$ cat config.mk
export PLATFORM = sky130hd
export DESIGN_NAME = keypad_debounce_scanner_top
export DESIGN_NICKNAME = d
export VERILOG_FILES = /design/src/rtl/core/kds_pkg.sv /design/src/rtl/core/keypad_debounce_scanner_top.sv /design/src/rtl/core/kds_key_unit.sv
export SDC_FILE = /design/constraint.sdc
export NUM_CORES = 1
export LEC_CHECK = 0
export ABC_AREA = 1
export BUFFER_PORTS_ARGS = -buffer_cell sky130_fd_sc_hd__buf_2
export CORE_MARGIN = 2
export CORE_UTILIZATION = 60
export CTS_CLUSTER_SIZE = 10
export DETAILED_ROUTE_END_ITERATION = 10
export PLACE_DENSITY = 0.77
export SLEW_MARGIN = 40
export SYNTH_ARGS = -nofsm -noshare
export SYNTH_HDL_FRONTEND = slang
export SYNTH_SLANG_ARGS = --single-unit
$ cat constraint.sdc
create_clock -name i_clk -period 6.83 [get_ports i_clk]
set_clock_uncertainty 0.1 [all_clocks]
set_input_delay 0.683 -clock i_clk [delete_from_list [all_inputs] [get_ports i_clk]]
set_output_delay 0.683 -clock i_clk [all_outputs]
set_load 0.1 [all_outputs]
$ cat src/rtl/core/kds_pkg.sv
// Shared types and codes for the keypad debounce scanner.
package kds_pkg;

    // Operation codes carried on the input beat
    typedef logic [1:0] t_opcode;
    localparam t_opcode OP_UPDATE = 2'd0;
    localparam t_opcode OP_FETCH  = 2'd1;
    localparam t_opcode OP_ADD    = 2'd2;

    // Per-key debounce state codes
    typedef logic [2:0] t_kstate;
    localparam t_kstate KS_REST      = 3'd0;
    localparam t_kstate KS_HELD      = 3'd1;
    localparam t_kstate KS_CONFIRMED = 3'd2;
    localparam t_kstate KS_PRESSED   = 3'd3;
    localparam t_kstate KS_ERROR     = 3'd4;
    localparam t_kstate KS_IDLE      = 3'd5;

    // Level and fault vectors cover the full sixteen-key map
    localparam int KEY_MAP_W = 16;
    localparam int KEY_SEL_W = 4;

    // One key's debounce record
    typedef struct packed {
        t_kstate     st;
        logic [31:0] start;
    } t_key_rec;

endpackage

$ cat src/rtl/core/keypad_debounce_scanner_top.sv
// Keypad debounce scanner top level: key table, sequencer and result register.
// An add or an ignored opcode finishes on its first step; update and fetch
// visit the N registered keys in turn (fetch stops early at the first pressed
// key). One key is visited per cycle by the shared key update unit while the result
// slot is free; a new beat is taken only once the previous scan is done.
// Reset (synchronous, active low) empties the table, returns every key to rest.
module keypad_debounce_scanner_top #(
    parameter int MAX_KEYS = 16
) (
    input  logic             i_clk,
    input  logic             i_rst_n,
    input  logic             i_in_valid,
    output logic             o_in_ready,
    input  kds_pkg::t_opcode i_opcode,
    input  logic [15:0]      i_key_levels,
    input  logic [15:0]      i_key_faults,
    input  logic [31:0]      i_now_ms,
    input  logic             i_update_first,
    input  logic [7:0]       i_new_key_code,
    input  logic             i_cfg_we,
    input  logic [15:0]      i_cfg_data,
    output logic             o_out_valid,
    input  logic             i_out_ready,
    output logic             o_found,
    output logic [7:0]       o_pressed_code,
    output logic             o_add_ok
);
    import kds_pkg::*;

    localparam int IdxW = (MAX_KEYS > 1) ? $clog2(MAX_KEYS) : 1;
    localparam int CntW = $clog2(MAX_KEYS + 1);
    localparam logic [CntW-1:0] CntMax = CntW'(MAX_KEYS);

    localparam logic S_IDLE = 1'b0;
    localparam logic S_RUN  = 1'b1;

    logic              r_state;
    logic [15:0]       r_debounce_ms;
    t_opcode           r_op;
    logic [15:0]       r_levels;
    logic [15:0]       r_faults;
    logic [31:0]       r_now;
    logic              r_upd;
    logic [7:0]        r_new_code;
    t_kstate           r_kstate [MAX_KEYS];
    logic [31:0]       r_kstart [MAX_KEYS];
    logic [7:0]        r_codes  [MAX_KEYS];
    logic [CntW-1:0]   r_idx;
    logic [CntW-1:0]   r_count;
    logic              r_out_valid;
    logic              r_found;
    logic [7:0]        r_pcode;
    logic              r_add_ok;

    logic [IdxW-1:0]   cur_idx;
    logic [IdxW-1:0]   add_idx;
    logic [KEY_SEL_W-1:0] key_sel;
    t_key_rec          cur_key;
    t_key_rec          n_key;
    logic              slot_free;
    logic              step;
    logic              in_range;
    logic              scan_op;
    logic              do_adv;
    t_kstate           after_st;
    logic              hit;
    logic              done;
    logic              add_go;

    // Select the key under visit
    assign cur_idx       = r_idx[IdxW-1:0];
    assign add_idx       = r_count[IdxW-1:0];
    assign key_sel       = KEY_SEL_W'(cur_idx);
    assign cur_key.st    = r_kstate[cur_idx];
    assign cur_key.start = r_kstart[cur_idx];

    kds_key_unit u_key_unit (
        .i_cur         (cur_key),
        .i_high        (r_levels[key_sel]),
        .i_fault       (r_faults[key_sel]),
        .i_now_ms      (r_now),
        .i_debounce_ms (r_debounce_ms),
        .o_next        (n_key)
    );

    // Sequencer decisions for this cycle
    assign slot_free = !r_out_valid || i_out_ready;
    assign step      = (r_state == S_RUN) && slot_free;
    assign in_range  = r_idx < r_count;
    assign scan_op   = (r_op == OP_UPDATE) || (r_op == OP_FETCH);
    assign do_adv    = (r_op == OP_UPDATE) || ((r_op == OP_FETCH) && r_upd);
    assign after_st  = do_adv ? n_key.st : cur_key.st;
    assign hit       = (r_op == OP_FETCH) && in_range && (after_st == KS_PRESSED);
    assign add_go    = (r_op == OP_ADD) && (r_count < CntMax);
    assign done      = !scan_op || !in_range || hit || (r_idx == r_count - CntW'(1));

    assign o_in_ready     = (r_state == S_IDLE);
    assign o_out_valid    = r_out_valid;
    assign o_found        = r_found;
    assign o_pressed_code = r_pcode;
    assign o_add_ok       = r_add_ok;

    // Control state and key records
    always_ff @(posedge i_clk) begin
        if (!i_rst_n) begin
            r_state       <= S_IDLE;
            r_debounce_ms <= 16'd20;
            r_idx         <= '0;
            r_count       <= '0;
            r_out_valid   <= 1'b0;
            for (int k = 0; k < MAX_KEYS; k++) begin
                r_kstate[k] <= KS_REST;
                r_kstart[k] <= 32'd0;
            end
        end else begin
            if (i_cfg_we) begin
                r_debounce_ms <= i_cfg_data;
            end
            // Raise the result when the scan finishes, drop it once taken
            if (step && done) begin
                r_out_valid <= 1'b1;
            end else if (r_out_valid && i_out_ready) begin
                r_out_valid <= 1'b0;
            end
            if ((r_state == S_IDLE) && i_in_valid) begin
                r_idx   <= '0;
                r_state <= S_RUN;
            end else if (step) begin
                // Write back the visited key
                if (scan_op && in_range) begin
                    if (do_adv || hit) begin
                        r_kstate[cur_idx] <= hit ? KS_REST : n_key.st;
                    end
                    if (do_adv) begin
                        r_kstart[cur_idx] <= n_key.start;
                    end
                end
                // Register a new key in the next free slot
                if (add_go) begin
                    r_kstate[add_idx] <= KS_REST;
                    r_count           <= r_count + CntW'(1);
                end
                r_idx <= r_idx + CntW'(1);
                if (done) begin
                    r_state <= S_IDLE;
                end
            end
        end
    end

    // Payload: input beat, key codes, result fields
    always_ff @(posedge i_clk) begin
        if ((r_state == S_IDLE) && i_in_valid) begin
            r_op       <= i_opcode;
            r_levels   <= i_key_levels;
            r_faults   <= i_key_faults;
            r_now      <= i_now_ms;
            r_upd      <= i_update_first;
            r_new_code <= i_new_key_code;
        end
        if (step) begin
            if (add_go) begin
                r_codes[add_idx] <= r_new_code;
            end
            if (done) begin
                r_found  <= hit;
                r_pcode  <= hit ? r_codes[cur_idx] : 8'd0;
                r_add_ok <= add_go;
            end
        end
    end

    // Checks
    a_count_bound: assert property (@(posedge i_clk) disable iff (!i_rst_n)
        r_count <= CntMax)
        else $error("key count beyond table size");

    a_idx_bound: assert property (@(posedge i_clk) disable iff (!i_rst_n)
        (r_state == S_RUN) |-> (r_idx <= r_count))
        else $error("scan index ran past registered keys");

    a_result_excl: assert property (@(posedge i_clk) disable iff (!i_rst_n)
        o_out_valid |-> !(o_found && o_add_ok))
        else $error("fetch and add results both set");

    a_code_zero: assert property (@(posedge i_clk) disable iff (!i_rst_n)
        (o_out_valid && !o_found) |-> (o_pressed_code == 8'd0))
        else $error("pressed code set without a found key");

endmodule

$ cat src/rtl/core/kds_key_unit.sv
// Shared key update unit: advances one key's debounce record per cycle.
module kds_key_unit (
    input  kds_pkg::t_key_rec i_cur,
    input  logic              i_high,
    input  logic              i_fault,
    input  logic [31:0]       i_now_ms,
    input  logic [15:0]       i_debounce_ms,
    output kds_pkg::t_key_rec o_next
);
    import kds_pkg::*;

    logic [31:0] elapsed;
    logic        expired;

    // Wrap-around elapsed time against the debounce window
    assign elapsed = i_now_ms - i_cur.start;
    assign expired = elapsed > {16'd0, i_debounce_ms};

    // Advance the debounce state
    always_comb begin
        o_next = i_cur;
        if (i_fault) begin
            o_next.st    = KS_ERROR;
            o_next.start = 32'd0;
        end else begin
            unique case (i_cur.st)
                KS_REST: begin
                    if (i_high) begin
                        o_next.st    = KS_HELD;
                        o_next.start = i_now_ms;
                    end
                end
                KS_HELD: begin
                    if (!i_high) begin
                        o_next.st    = KS_REST;
                        o_next.start = 32'd0;
                    end else if (expired) begin
                        o_next.st    = KS_CONFIRMED;
                        o_next.start = 32'd0;
                    end
                end
                KS_CONFIRMED: begin
                    if (!i_high) begin
                        o_next.st = KS_PRESSED;
                    end
                end
                KS_ERROR: begin
                    if (i_high) begin
                        o_next.st    = KS_HELD;
                        o_next.start = i_now_ms;
                    end else begin
                        o_next.st = KS_REST;
                    end
                end
                KS_PRESSED, KS_IDLE: begin
                    o_next = i_cur;
                end
                default: begin
                    o_next.st    = KS_ERROR;
                    o_next.start = 32'd0;
                end
            endcase
        end
    end

endmodule

==> flow_metrics.py <==
metrics = {
    "clock_tree": {
        "cts_buffers": 91,
        "cts_setup_buffers": 0,
        "hold_buffers": 0,
        "clkSinkCount": 805,
        "cts-htree-levels": 3,
        "cts.repair.resized": 0,
        "cts_tree": "built",
        "clockBufferDepth": 3,
        "path_clk_slew_ps": 60,
        "clk_latency_ps": 650,
        "root_buffer": "clkbuf_16",
    },
    "setup_path": {
        "arrival_ps": 6500,
        "critPathCaptureType": "flop",
        "start_kind": "flop",
        "crit_type": "flop to flop",
        "path_max_fanout": 42,
        "cp.buffers_inverters": 6,
        "ff2ff_setup_slack_ps": 600,
        "slowest_stage": "inv_2",
        "critical_path.most_common_cell": "nand2_1",
        "critPathMaxStageDelay_ps": 480,
        "worstPathRequired_ps": 7100,
        "critical-path-top-delay-family": "simple AND/OR/NAND/NOR gates",
    },
    "yosys": {
        "yosysWarnings": 0,
        "yosysMostFrequentCell": "nor2_1",
        "ys.flop_type": "edfxtp_1",
        "async_flop_share": 0,
        "synth_nets": 3896,
        "synth_edf_count": 773,
        "syn_area_mm2": 0.0377,
        "synth_cell_type_count": 47,
        "synthTopCellsByArea": "edfxtp_1 62%, nor2_1 9.9%, o21ai_0 5.6%",
        "synth.avg_cell_area_um2": 10.1,
        "yosys-top-cells-count": "993 x nor2_1, 773 x edfxtp_1, 454 x nand2_1, 425 x o21ai_0, 215 x inv_1",
        "netlist_instances": 3736,
        "synth.yosys.seq_area_share": 0.632,
        "synth_area_leader_cell": "edfxtp_1",
        "ys_ff_latch": 805,
        "netlist.area_leader.share": 0.615,
    },
    "cells_and_area": {
        "insertedDiodeCount": 0,
        "fillers": 4638,
        "nNetsFinal": 3909,
        "design_area_mm2": 0.0415,
        "multi_input_area_mm2": 0.0121,
        "layout.area.seq_mm2": 0.0239,
        "drive_above_1_share": 0.104,
        "fin_util": 0.670,
        "syn_to_final_growth_pct": 9.96,
    },
    "floorplanning": {
        "start_util": 0.609,
        "boundaryPins": 108,
        "dieHeight_um": 255,
        "coreArea_mm2": 0.0619,
        "rows": 91,
        "die_x_um": 255,
        "die-area_mm2": 0.0649,
    },
    "sta": {
        "finalCritPeriodShare": 0.912,
        "tightest_slew_ps": 846,
        "finalHoldViolCount": 0,
        "finalSetupViolations": 0,
        "rsz0062_at_grt": "no",
        "fin_crit_ps": 6230,
        "fin_tns_setup_ps": 0,
        "timing.hold.ws_ps": 105,
        "setup_ws_ps": 602,
        "max_freq_mhz": 161,
        "relSlewSlack": 0.434,
        "drv_slew": 0,
    },
    "global_routing": {
        "grt.total_usage": 0.333,
        "grt_pass1_vias": 27500,
        "grt_pass1_wl_um": 161000,
        "grt.overflow.total": 0,
        "antenna_found_initial": 3,
        "grt_max_degree": 143,
    },
    "detailed_routing": {
        "drc": 0,
        "drt_iter0_drc": 4108,
        "detail-route-antenna-nets": 0,
        "routed_wl_um": 108000,
        "vias": 29000,
        "detail_route.wl_per_cell_um": 23.2,
        "detail_route.vias_per_cell": 6.25,
        "drtPass1Iterations": 6,
    },
    "placement": {
        "dp_hpwl_um": 61900,
        "io_buffer_count": 107,
        "pre_cts_slack_ps": 766,
        "globalplace.congestion": 0.943,
        "placedInstanceArea_mm2": 0.0389,
    },
    "power_and_ir_drop": {
        "power_density_mw_per_mm2": 278,
        "clockPowerShare": 0.376,
        "max-vdd-ir-drop_v": 0.000240,
        "p_comb_frac": 0.135,
        "pwr-share-seq": 0.489,
        "internal_power_uw": 8440,
        "leakagePower_uw": 0.0153,
        "swShare": 0.269,
        "switching_power_uw": 3100,
    },
    "outcome": {
        "outcome": "completed",
    },
    "run": {
        "cap_violations": 0,
    },
    "min_path": {
        "min_path_type": "input port to flop",
    },
}
[stage by stage]
step | total power [uW] | instances
floorplan | 6790 | 3736
global placement | 7220 | 4491
detailed placement | 7250 | 4493
CTS | 11500 | 4630
global route | 11900 | 4630
finish | 11500 | 4630
[registers in the layout, summed over array words and instances (netlist names), 8 cells and up, named ones only]
name / count
r_codes: 128
o_pressed_code: 8
r_now: 32
r_faults: 16
r_kstate: 48
r_debounce_ms: 16
r_levels: 16
r_kstart: 512
r_new_code: 8
[kinds of logic (layout without fill, tap and decap cells)]
group	count (synthesis)	after routing	synth area share
DFF	805	805	0.632
AOI/OAI and AO/OA	744	744	0.116
adders and majority gates	64	64	0.0214
xor gates and xnor gates	21	21	0.00487
buffers and inverters	479	536	0.0511
and+or+nand+nor	1623	1623	0.175
[metal layers]
metal | routed length, um | part of all wire | GRT usage | up-vias
met5 | 34 | 0.00032 | 0 | -
met4 | 3840 | 0.036 | 0.118 | 6
met3 | 15600 | 0.15 | 0.0849 | 319
met2 | 48400 | 0.45 | 0.512 | 2109
met1 | 39700 | 0.37 | 0.462 | 13600
li1 | - | - | - | 12900
[final timing paths]
| check | start | to | depth (start not counted) |
|---|---|---|---|
| worst max register to register | flop | r_kstart[10][0] | 31 |
| worst max-delay path | flop | r_kstart[10][0] | 31 |
| worst min register to register | r_debounce_ms[9] | r_debounce_ms[9] | 2 |
| worst min-delay path | i_key_faults[8] | r_faults[8] | 1 |
[layout make-up]
class,instances,share of cell area
clock inverters,7,0.00289
inverters,227,0.0210
repair buffers,172,0.0262
flip-flops and latches,805,0.575
clock buffers,130,0.0586
multi-input cells,2452,0.291
well taps,837,0.0252
[worst reg2reg max path: cells and delay by family (launching register included)]
family	cells	cell delay, ps
compound gates	4	650
xor+xnor	1	130
fa+ha+maj	2	720
buf+inv	6	1940
flops	1	440
simple gates	18	2010
[cell usage in the layout (no fill, tap or decap), types with 3 or more instances in the layout]
cell type	Yosys	final
o21ai_1	14	14
nor2_2	12	16
dfxtp_4	0	4
xnor2_1	4	4
o21ai_0	425	425
a22o_1	8	8
o22ai_1	67	67
o221ai_1	105	105
buf_4	2	56
nand4_1	12	12
inv_2	9	8
nand3_1	81	81
clkbuf_16	0	91
ha_1	63	63
buf_2	65	109
clkbuf_1	175	38
inv_1	215	211
o211ai_1	35	35
nor3_1	9	9
nand3b_1	6	6
nand2_2	14	42
inv_4	1	3
o21bai_1	5	5
a32o_1	3	3
clkinv_2	0	3
nand2_4	4	8
edfxtp_1	773	773
buf_12	0	5
nand2_1	454	422
a21oi_1	75	75
nor2_1	993	989
nand3_2	30	30
xor2_1	17	17
and2_1	3	3
dfxtp_1	32	26
[power by group through the flow]
stage                     clock, uW  combinational [uW]  sequential (uW)
after global routing           4530                1700             5660
final                          4340                1560             5640
after global placement            0                1480             5740
after CTS                      4350                1520             5640
after detailed placement          0                1510             5740
after floorplan                   0                1040             5750
Power figures use the tool's default switching activity.
